--- src/hw/rtl/hsec_pkg.sv ---
package hsec_pkg;

    localparam int FIELD_W       = 64;
    localparam int COUNT_W_DEF   = 64;
    localparam int SHIFT_W       = 6;
    localparam int CFG_IDX_W     = 2;
    localparam int STATUS_W      = 2;

    localparam logic [SHIFT_W-1:0] RADIX_RST = SHIFT_W'(8);

    localparam logic [CFG_IDX_W-1:0] CFG_TICK_RADIX  = CFG_IDX_W'(0);
    localparam logic [CFG_IDX_W-1:0] CFG_SLOT_RADIX  = CFG_IDX_W'(1);
    localparam logic [CFG_IDX_W-1:0] CFG_EPOCH_RADIX = CFG_IDX_W'(2);

    typedef enum logic [STATUS_W-1:0] {
        ST_OK       = 2'd0,
        ST_BADARG   = 2'd1,
        ST_OVERFLOW = 2'd2
    } t_status;

endpackage

--- src/hw/rtl/hierarchical_slot_epoch_clock.sv ---
// An accepted request is held in the input register; its result is written into the
// output register once the output stage is free.
// Throughput: one request per cycle while the output is not stalled; the four-level
// carry chain settles in one pass between the input register and the result register,
// and the counts update in that same cycle, so the next request sees them at once.
// Reset (synchronous, active low): counts cleared, radix shifts set to 8, both
// stages emptied.
module hierarchical_slot_epoch_clock #(
    parameter int COUNT_WIDTH = hsec_pkg::COUNT_W_DEF
) (
    input  logic                              i_clk,
    input  logic                              i_rst_n,
    input  logic                              i_cfg_we,
    input  logic [hsec_pkg::CFG_IDX_W-1:0]    i_cfg_index,
    input  logic [hsec_pkg::SHIFT_W-1:0]      i_cfg_data,
    input  logic                              i_in_valid,
    output logic                              o_in_ready,
    input  logic [hsec_pkg::FIELD_W-1:0]      i_stride,
    output logic                              o_out_valid,
    input  logic                              i_out_ready,
    output logic [hsec_pkg::STATUS_W-1:0]     o_status,
    output logic                              o_slot_roll,
    output logic                              o_epoch_roll,
    output logic                              o_era_roll,
    output logic [hsec_pkg::FIELD_W-1:0]      o_tick_now,
    output logic [hsec_pkg::FIELD_W-1:0]      o_slot_now,
    output logic [hsec_pkg::FIELD_W-1:0]      o_epoch_now,
    output logic [hsec_pkg::FIELD_W-1:0]      o_era_now
);
    import hsec_pkg::*;

    localparam int W = COUNT_WIDTH;

    typedef logic [W-1:0] t_cnt;

    logic [SHIFT_W-1:0] r_tick_sh, r_slot_sh, r_epoch_sh;
    t_cnt               r_tick, r_slot, r_epoch, r_era;

    logic               r_in_valid;
    logic [FIELD_W-1:0] r_stride;

    logic               r_out_valid;
    t_status            r_status;
    logic               r_fs, r_fe, r_fr;
    logic [FIELD_W-1:0] r_tick_o, r_slot_o, r_epoch_o, r_era_o;

    logic               advance;
    t_status            n_status;
    logic               n_fs, n_fe, n_fr;
    t_cnt               n_tick, n_slot, n_epoch, n_era;

    logic               stride_hi;
    logic [W:0]         sum0, sum1, sum2, sum3;
    t_cnt               c1, c2, c3;
    t_cnt               m0, m1, m2;

    function automatic t_cnt lvl_mask(input t_cnt v, input logic [SHIFT_W-1:0] sh);
        t_cnt res;
        if ({1'b0, sh} >= (SHIFT_W+1)'(W)) begin
            res = v;
        end else begin
            res = v & ~({W{1'b1}} << sh);
        end
        return res;
    endfunction

    function automatic t_cnt lvl_carry(input t_cnt v, input logic [SHIFT_W-1:0] sh);
        t_cnt res;
        if ({1'b0, sh} >= (SHIFT_W+1)'(W)) begin
            res = '0;
        end else begin
            res = v >> sh;
        end
        return res;
    endfunction

    assign advance    = r_in_valid && (!r_out_valid || i_out_ready);
    assign o_in_ready = !r_in_valid || advance;

    // carry chain
    assign stride_hi = |(r_stride >> W);
    assign sum0 = {1'b0, r_tick} + {1'b0, r_stride[W-1:0]};
    assign m0   = lvl_mask(sum0[W-1:0], r_tick_sh);
    assign c1   = lvl_carry(sum0[W-1:0], r_tick_sh);
    assign sum1 = {1'b0, r_slot} + {1'b0, c1};
    assign m1   = lvl_mask(sum1[W-1:0], r_slot_sh);
    assign c2   = lvl_carry(sum1[W-1:0], r_slot_sh);
    assign sum2 = {1'b0, r_epoch} + {1'b0, c2};
    assign m2   = lvl_mask(sum2[W-1:0], r_epoch_sh);
    assign c3   = lvl_carry(sum2[W-1:0], r_epoch_sh);
    assign sum3 = {1'b0, r_era} + {1'b0, c3};

    always_comb begin
        n_status = ST_OK;
        n_fs     = 1'b0;
        n_fe     = 1'b0;
        n_fr     = 1'b0;
        if (r_stride == '0) begin
            n_status = ST_BADARG;
        end else if (stride_hi || sum0[W]) begin
            n_status = ST_OVERFLOW;
        end else if (c1 != '0) begin
            if (sum1[W]) begin
                n_status = ST_OVERFLOW;
            end else begin
                n_fs = 1'b1;
                if (c2 != '0) begin
                    if (sum2[W]) begin
                        n_status = ST_OVERFLOW;
                    end else begin
                        n_fe = 1'b1;
                        if (c3 != '0) begin
                            if (sum3[W]) begin
                                n_status = ST_OVERFLOW;
                            end else begin
                                n_fr = 1'b1;
                            end
                        end
                    end
                end
            end
        end

        n_tick  = r_tick;
        n_slot  = r_slot;
        n_epoch = r_epoch;
        n_era   = r_era;
        if (n_status == ST_OK) begin
            n_tick = m0;
            if (n_fs) begin
                n_slot = m1;
            end
            if (n_fe) begin
                n_epoch = m2;
            end
            if (n_fr) begin
                n_era = sum3[W-1:0];
            end
        end else begin
            n_fs = 1'b0;
            n_fe = 1'b0;
            n_fr = 1'b0;
        end
    end

    always_ff @(posedge i_clk) begin
        if (!i_rst_n) begin
            r_tick_sh   <= RADIX_RST;
            r_slot_sh   <= RADIX_RST;
            r_epoch_sh  <= RADIX_RST;
            r_tick      <= '0;
            r_slot      <= '0;
            r_epoch     <= '0;
            r_era       <= '0;
            r_in_valid  <= 1'b0;
            r_out_valid <= 1'b0;
        end else begin
            if (i_cfg_we) begin
                case (i_cfg_index)
                    CFG_TICK_RADIX:  r_tick_sh  <= i_cfg_data;
                    CFG_SLOT_RADIX:  r_slot_sh  <= i_cfg_data;
                    CFG_EPOCH_RADIX: r_epoch_sh <= i_cfg_data;
                    default: ;
                endcase
            end
            if (o_in_ready) begin
                r_in_valid <= i_in_valid;
            end
            if (advance) begin
                r_out_valid <= 1'b1;
                r_tick      <= n_tick;
                r_slot      <= n_slot;
                r_epoch     <= n_epoch;
                r_era       <= n_era;
            end else if (i_out_ready) begin
                r_out_valid <= 1'b0;
            end
        end
    end

    always_ff @(posedge i_clk) begin
        if (o_in_ready && i_in_valid) begin
            r_stride <= i_stride;
        end
        if (advance) begin
            r_status  <= n_status;
            r_fs      <= n_fs;
            r_fe      <= n_fe;
            r_fr      <= n_fr;
            r_tick_o  <= FIELD_W'(n_tick);
            r_slot_o  <= FIELD_W'(n_slot);
            r_epoch_o <= FIELD_W'(n_epoch);
            r_era_o   <= FIELD_W'(n_era);
        end
    end

    assign o_out_valid  = r_out_valid;
    assign o_status     = r_status;
    assign o_slot_roll  = r_fs;
    assign o_epoch_roll = r_fe;
    assign o_era_roll   = r_fr;
    assign o_tick_now   = r_tick_o;
    assign o_slot_now   = r_slot_o;
    assign o_epoch_now  = r_epoch_o;
    assign o_era_now    = r_era_o;

`ifndef SYNTHESIS
    a_err_no_flags: assert property (@(posedge i_clk) disable iff (!i_rst_n)
        (r_out_valid && r_status != ST_OK) |-> (!r_fs && !r_fe && !r_fr))
        else $error("boundary flag set on failed request");

    a_flag_nesting: assert property (@(posedge i_clk) disable iff (!i_rst_n)
        (r_out_valid && r_fr) |-> (r_fe && r_fs))
        else $error("era boundary without epoch and slot boundary");

    a_badarg_hold: assert property (@(posedge i_clk) disable iff (!i_rst_n)
        (advance && r_stride == '0) |=> (r_tick == $past(r_tick) && r_era == $past(r_era)))
        else $error("zero stride changed the counts");

    a_stall_full: assert property (@(posedge i_clk) disable iff (!i_rst_n)
        !o_in_ready |-> (r_in_valid && r_out_valid))
        else $error("input stalled with a free stage");
`endif

endmodule
--- config.mk ---
export PLATFORM = sky130hd
export DESIGN_NAME = hierarchical_slot_epoch_clock
export DESIGN_NICKNAME = d
export VERILOG_FILES = /design/src/hw/rtl/hsec_pkg.sv /design/src/hw/rtl/hierarchical_slot_epoch_clock.sv
export SDC_FILE = /design/constraint.sdc
export NUM_CORES = 2
export LEC_CHECK = 0
export BUFFER_PORTS_ARGS = -buffer_cell sky130_fd_sc_hd__buf_2
export CAP_MARGIN = 15
export CORE_ASPECT_RATIO = 0.8
export CORE_MARGIN = 10
export CORE_UTILIZATION = 29
export DETAILED_ROUTE_END_ITERATION = 6
export GPL_TIMING_DRIVEN = 0
export MAX_ROUTING_LAYER = met4
export PLACE_DENSITY_LB_ADDON = 0.3
export SLEW_MARGIN = 25
export SYNTH_ARGS = -nofsm -noshare
export SYNTH_HDL_FRONTEND = slang
export SYNTH_SLANG_ARGS = --single-unit
--- constraint.sdc ---
create_clock -name i_clk -period 37.3 [get_ports i_clk]
set_input_delay 3.73 -clock i_clk [delete_from_list [all_inputs] [get_ports i_clk]]
set_output_delay 3.73 -clock i_clk [all_outputs]
set_load 0.1 [all_outputs]
==> impl_metrics.tcl <==
set metrics [dict create \
    first_global_vias 76629 \
    pre_cts_ws_ns 11.32 \
    hpwl_um 428000 \
    worstPathArrival_ns 27.73 \
    ys.flop_type "edfxtp_1" \
    synth_edf_count 325 \
    seqPwrFrac 0.244 \
    cp-start-kind "register" \
    final_cell_area_um2 76200 \
    top_usage_layer "met2" \
    powerDensity_nw_per_um2 41.7 \
    finalSetupTns_ns 0 \
    tightestPinTransition_ns 1.37 \
    status "finished with violations" \
    crit_type "register to register" \
    synth_xor_area_frac 0.0219 \
    initial_core_util 0.292 \
    clock_latency_ns 0.77 \
    skew_ns 0.0436 \
    fin_crit_ns 27.27 \
    finish.utilization 0.333 \
    cp-startpoint "r_tick_sh[1]" \
    core_area_um2 229000 \
    async_flop_share 0 \
    slowest_stage "nor3_1" \
    drt-initial-drc-count 12676 \
    ys_warn_count 0 \
    synth-seq-cells 601 \
    required_ns 37.75 \
    synth_fa_ha_area_frac 0.0493 \
    synth_compound_area_frac 0.313 \
    critPathCaptureType "register" \
    clock_power_share 0.256 \
    final_nets 9489 \
    fin_ws_ns 10.03 \
    cts_tree "built" \
    synthCells 8682 \
    drive_gt1_frac 0.132 \
    p_int_mw 1.61 \
    reg2reg_from "r_tick_sh[1]" \
    path_max_fanout 10 \
    clkSlewWorstSetupHoldPaths_ns 0.06 \
    final_common_cell "nand2_1" \
    maxCapViolCount 0 \
    drc 1 \
    crit_top_cell "o21ai_0" \
    via_per_inst 6.83 \
    met1_usage 0.533 \
    numCtsBuffers 74 \
    synth_area_um2 66800 \
    dieArea_um2 250000 \
    rsz0062_at_grt "no" \
    htreeDepth 3 \
    grt_pass1_wl_um 686000 \
    hold_path_class "register to register" \
    cts_sinks 601 \
    p_leak_nw 28.3 \
    finalHoldViolations 0 \
    switching_share 0.493 \
    synth_top_family_by_area "compound AO/OA/AOI/OAI gates" \
    combPwrFrac 0.500 \
    cts_resized 0 \
    worst_path_largest_cell_delay_ns 0.99 \
    grt_use_met2 0.536 \
    area_growth_pct 14.1 \
    wirelength_um 517000 \
    syn_area_per_cell_um2 7.69 \
    wire_per_inst_um 42.1 \
    violations "design-rule violations" \
    grt_util_all_layers 0.401 \
    final-setup-viol-count 0 \
    io_pins 340 \
    met3_usage 0.130 \
    place.port_buffers 339 \
    placementRows 157 \
    cts_hold_buf 0 \
    switching_power_mw 1.56 \
    clock_path_buffers 3 \
    dpl_cell_area_um2 73300 \
    min_period_over_period 0.731 \
    synthMuxAreaShare 0.0991 \
    ant_nets 0 \
    synth-simple-area-share 0.241 \
    seq_area_frac_synth 0.229 \
    cts_setup_buffers 0 \
    power_mw 3.18 \
    syn_nets 9019 \
    num_vias 83768 \
    die_w_um 557 \
    grt_max_degree 98 \
    hold_start "r_era[52]" \
    gp_congestion 1.13 \
    peakVddDrop_uv 41.4 \
    ys_types 131 \
    finalMaxSlewViolations 0 \
    clk_root_buffer_cell "clkbuf_16" \
    drt-pass1-iter-count 7 \
    final_cell_mix "1072 x nand2_1, 770 x nor2_1, 648 x a21oi_1" \
    max_freq_mhz 36.7 \
    relSlewSlack 0.0791 \
    die_h_um 449 \
    antenna_found_initial 39 \
    gr-total-overflow 0 \
]
## final timing paths
check                         end  slack (ns)  cells after the start
setup / recovery  o_epoch_now[24]       10.03                     61
hold / removal          r_era[52]        0.48                      2
setup reg to reg  o_epoch_now[24]       10.03                     61
hold reg to reg         r_era[52]        0.48                      2
## worst max-delay path, delay by kind of cell (launching register included)
| family | cells | cell delay, ns |
|---|---|---|
| multiplexers | 5 | 2.70 |
| flip-flops | 1 | 0.29 |
| AND/OR/NAND/NOR | 6 | 2.96 |
| adder cells (fa/ha/maj) | 5 | 2.14 |
| AO/OA/AOI/OAI | 34 | 12.35 |
| buffers and inverters | 11 | 6.41 |
## Yosys cell counts (45+ instances only)
library cell,instances,area share
a21o_1,143,0.016
edfxtp_1,325,0.15
or3_1,70,0.0066
and2_1,99,0.0093
nor4_1,95,0.0089
o31ai_1,52,0.0058
and3_1,88,0.0082
buf_1,59,0.0033
nor2_1,789,0.044
nand2b_1,59,0.0055
nor3_1,256,0.019
o21a_1,103,0.012
mux2_1,100,0.017
or2_2,54,0.0051
xnor2_1,112,0.015
a31oi_1,91,0.0085
clkbuf_1,395,0.022
mux2i_1,248,0.037
a211o_1,58,0.0076
nand3_1,306,0.023
nor2b_1,120,0.011
buf_2,108,0.0081
ha_1,256,0.048
a32o_1,45,0.0067
dfxtp_1,276,0.083
a21boi_1,63,0.0071
a211oi_1,195,0.022
nand2_1,1072,0.060
o21ai_1,71,0.0053
o211ai_1,162,0.018
o221ai_1,49,0.0064
o22ai_1,63,0.0059
inv_1,97,0.0055
a221oi_1,58,0.0076
nand4_1,188,0.018
a22oi_1,67,0.0075
mux4_2,55,0.019
mux2_2,156,0.026
a21oi_1,652,0.049
o21ai_0,473,0.035
a21boi_0,60,0.0067
xor2_1,55,0.0072
## power by group through the flow
stage	clock [mW]	sequential (mW)	combinational (mW)
2_1_floorplan	0	0.935	0.737
3_3_place_gp	0	0.792	1.48
3_5_place_dp	0	0.788	1.49
4_1_cts	0.829	0.774	1.50
5_1_grt	0.850	0.778	1.61
6_report	0.812	0.775	1.59
## kinds of logic after synthesis
group	Yosys count
AND/OR/NAND/NOR	3368
adder cells (fa/ha/maj)	261
buffers and inverters	715
multiplexers	560
XOR/XNOR	167
flip-flops	601
AO/OA/AOI/OAI	3010
## registers in the layout, indices dropped and copies added (netlist names), 2 cells and up
| name | flops |
|---|---|
| r_epoch_sh | 6 |
| o_tick_now | 64 |
| r_slot_sh | 6 |
| o_slot_now | 64 |
| r_era | 64 |
| r_tick_sh | 6 |
| o_era_now | 64 |
| o_status | 2 |
| r_tick | 64 |
| o_epoch_now | 64 |
| r_stride | 64 |
| r_slot | 64 |
| r_epoch | 64 |
## routing by layer
layer	wire length (µm)	part of all wire	up-vias
met2	201000	0.39	6072
met3	63800	0.12	1172
li1	-	-	34593
met4	33500	0.065	0
met1	219000	0.42	41931
met5	0	0	-
## per-stage QoR
| stage | hold WS, ns | std cells |
|---|---|---|
| 2_1_floorplan | 0.422 | 8682 |
| 3_3_place_gp | 0.456 | 12042 |
| 3_5_place_dp | 0.466 | 12088 |
| 4_1_cts | 0.476 | 12226 |
| 5_1_grt | 0.495 | 12254 |
| 6_report | 0.476 | 12268 |
## layout make-up
type / count / area (µm²)
tap: 3021 / 3780
buffer: 607 / 2740
multi-input combinational: 7366 / 48900
clock buffer: 93 / 1980
clock inverter: 45 / 686
timing repair buffer: 394 / 2260
antenna: 33 / 82.6
inverter: 108 / 413
fill: 24691 / 153000
sequential: 601 / 15300
No activity file was read; power rests on OpenSTA's default activity.
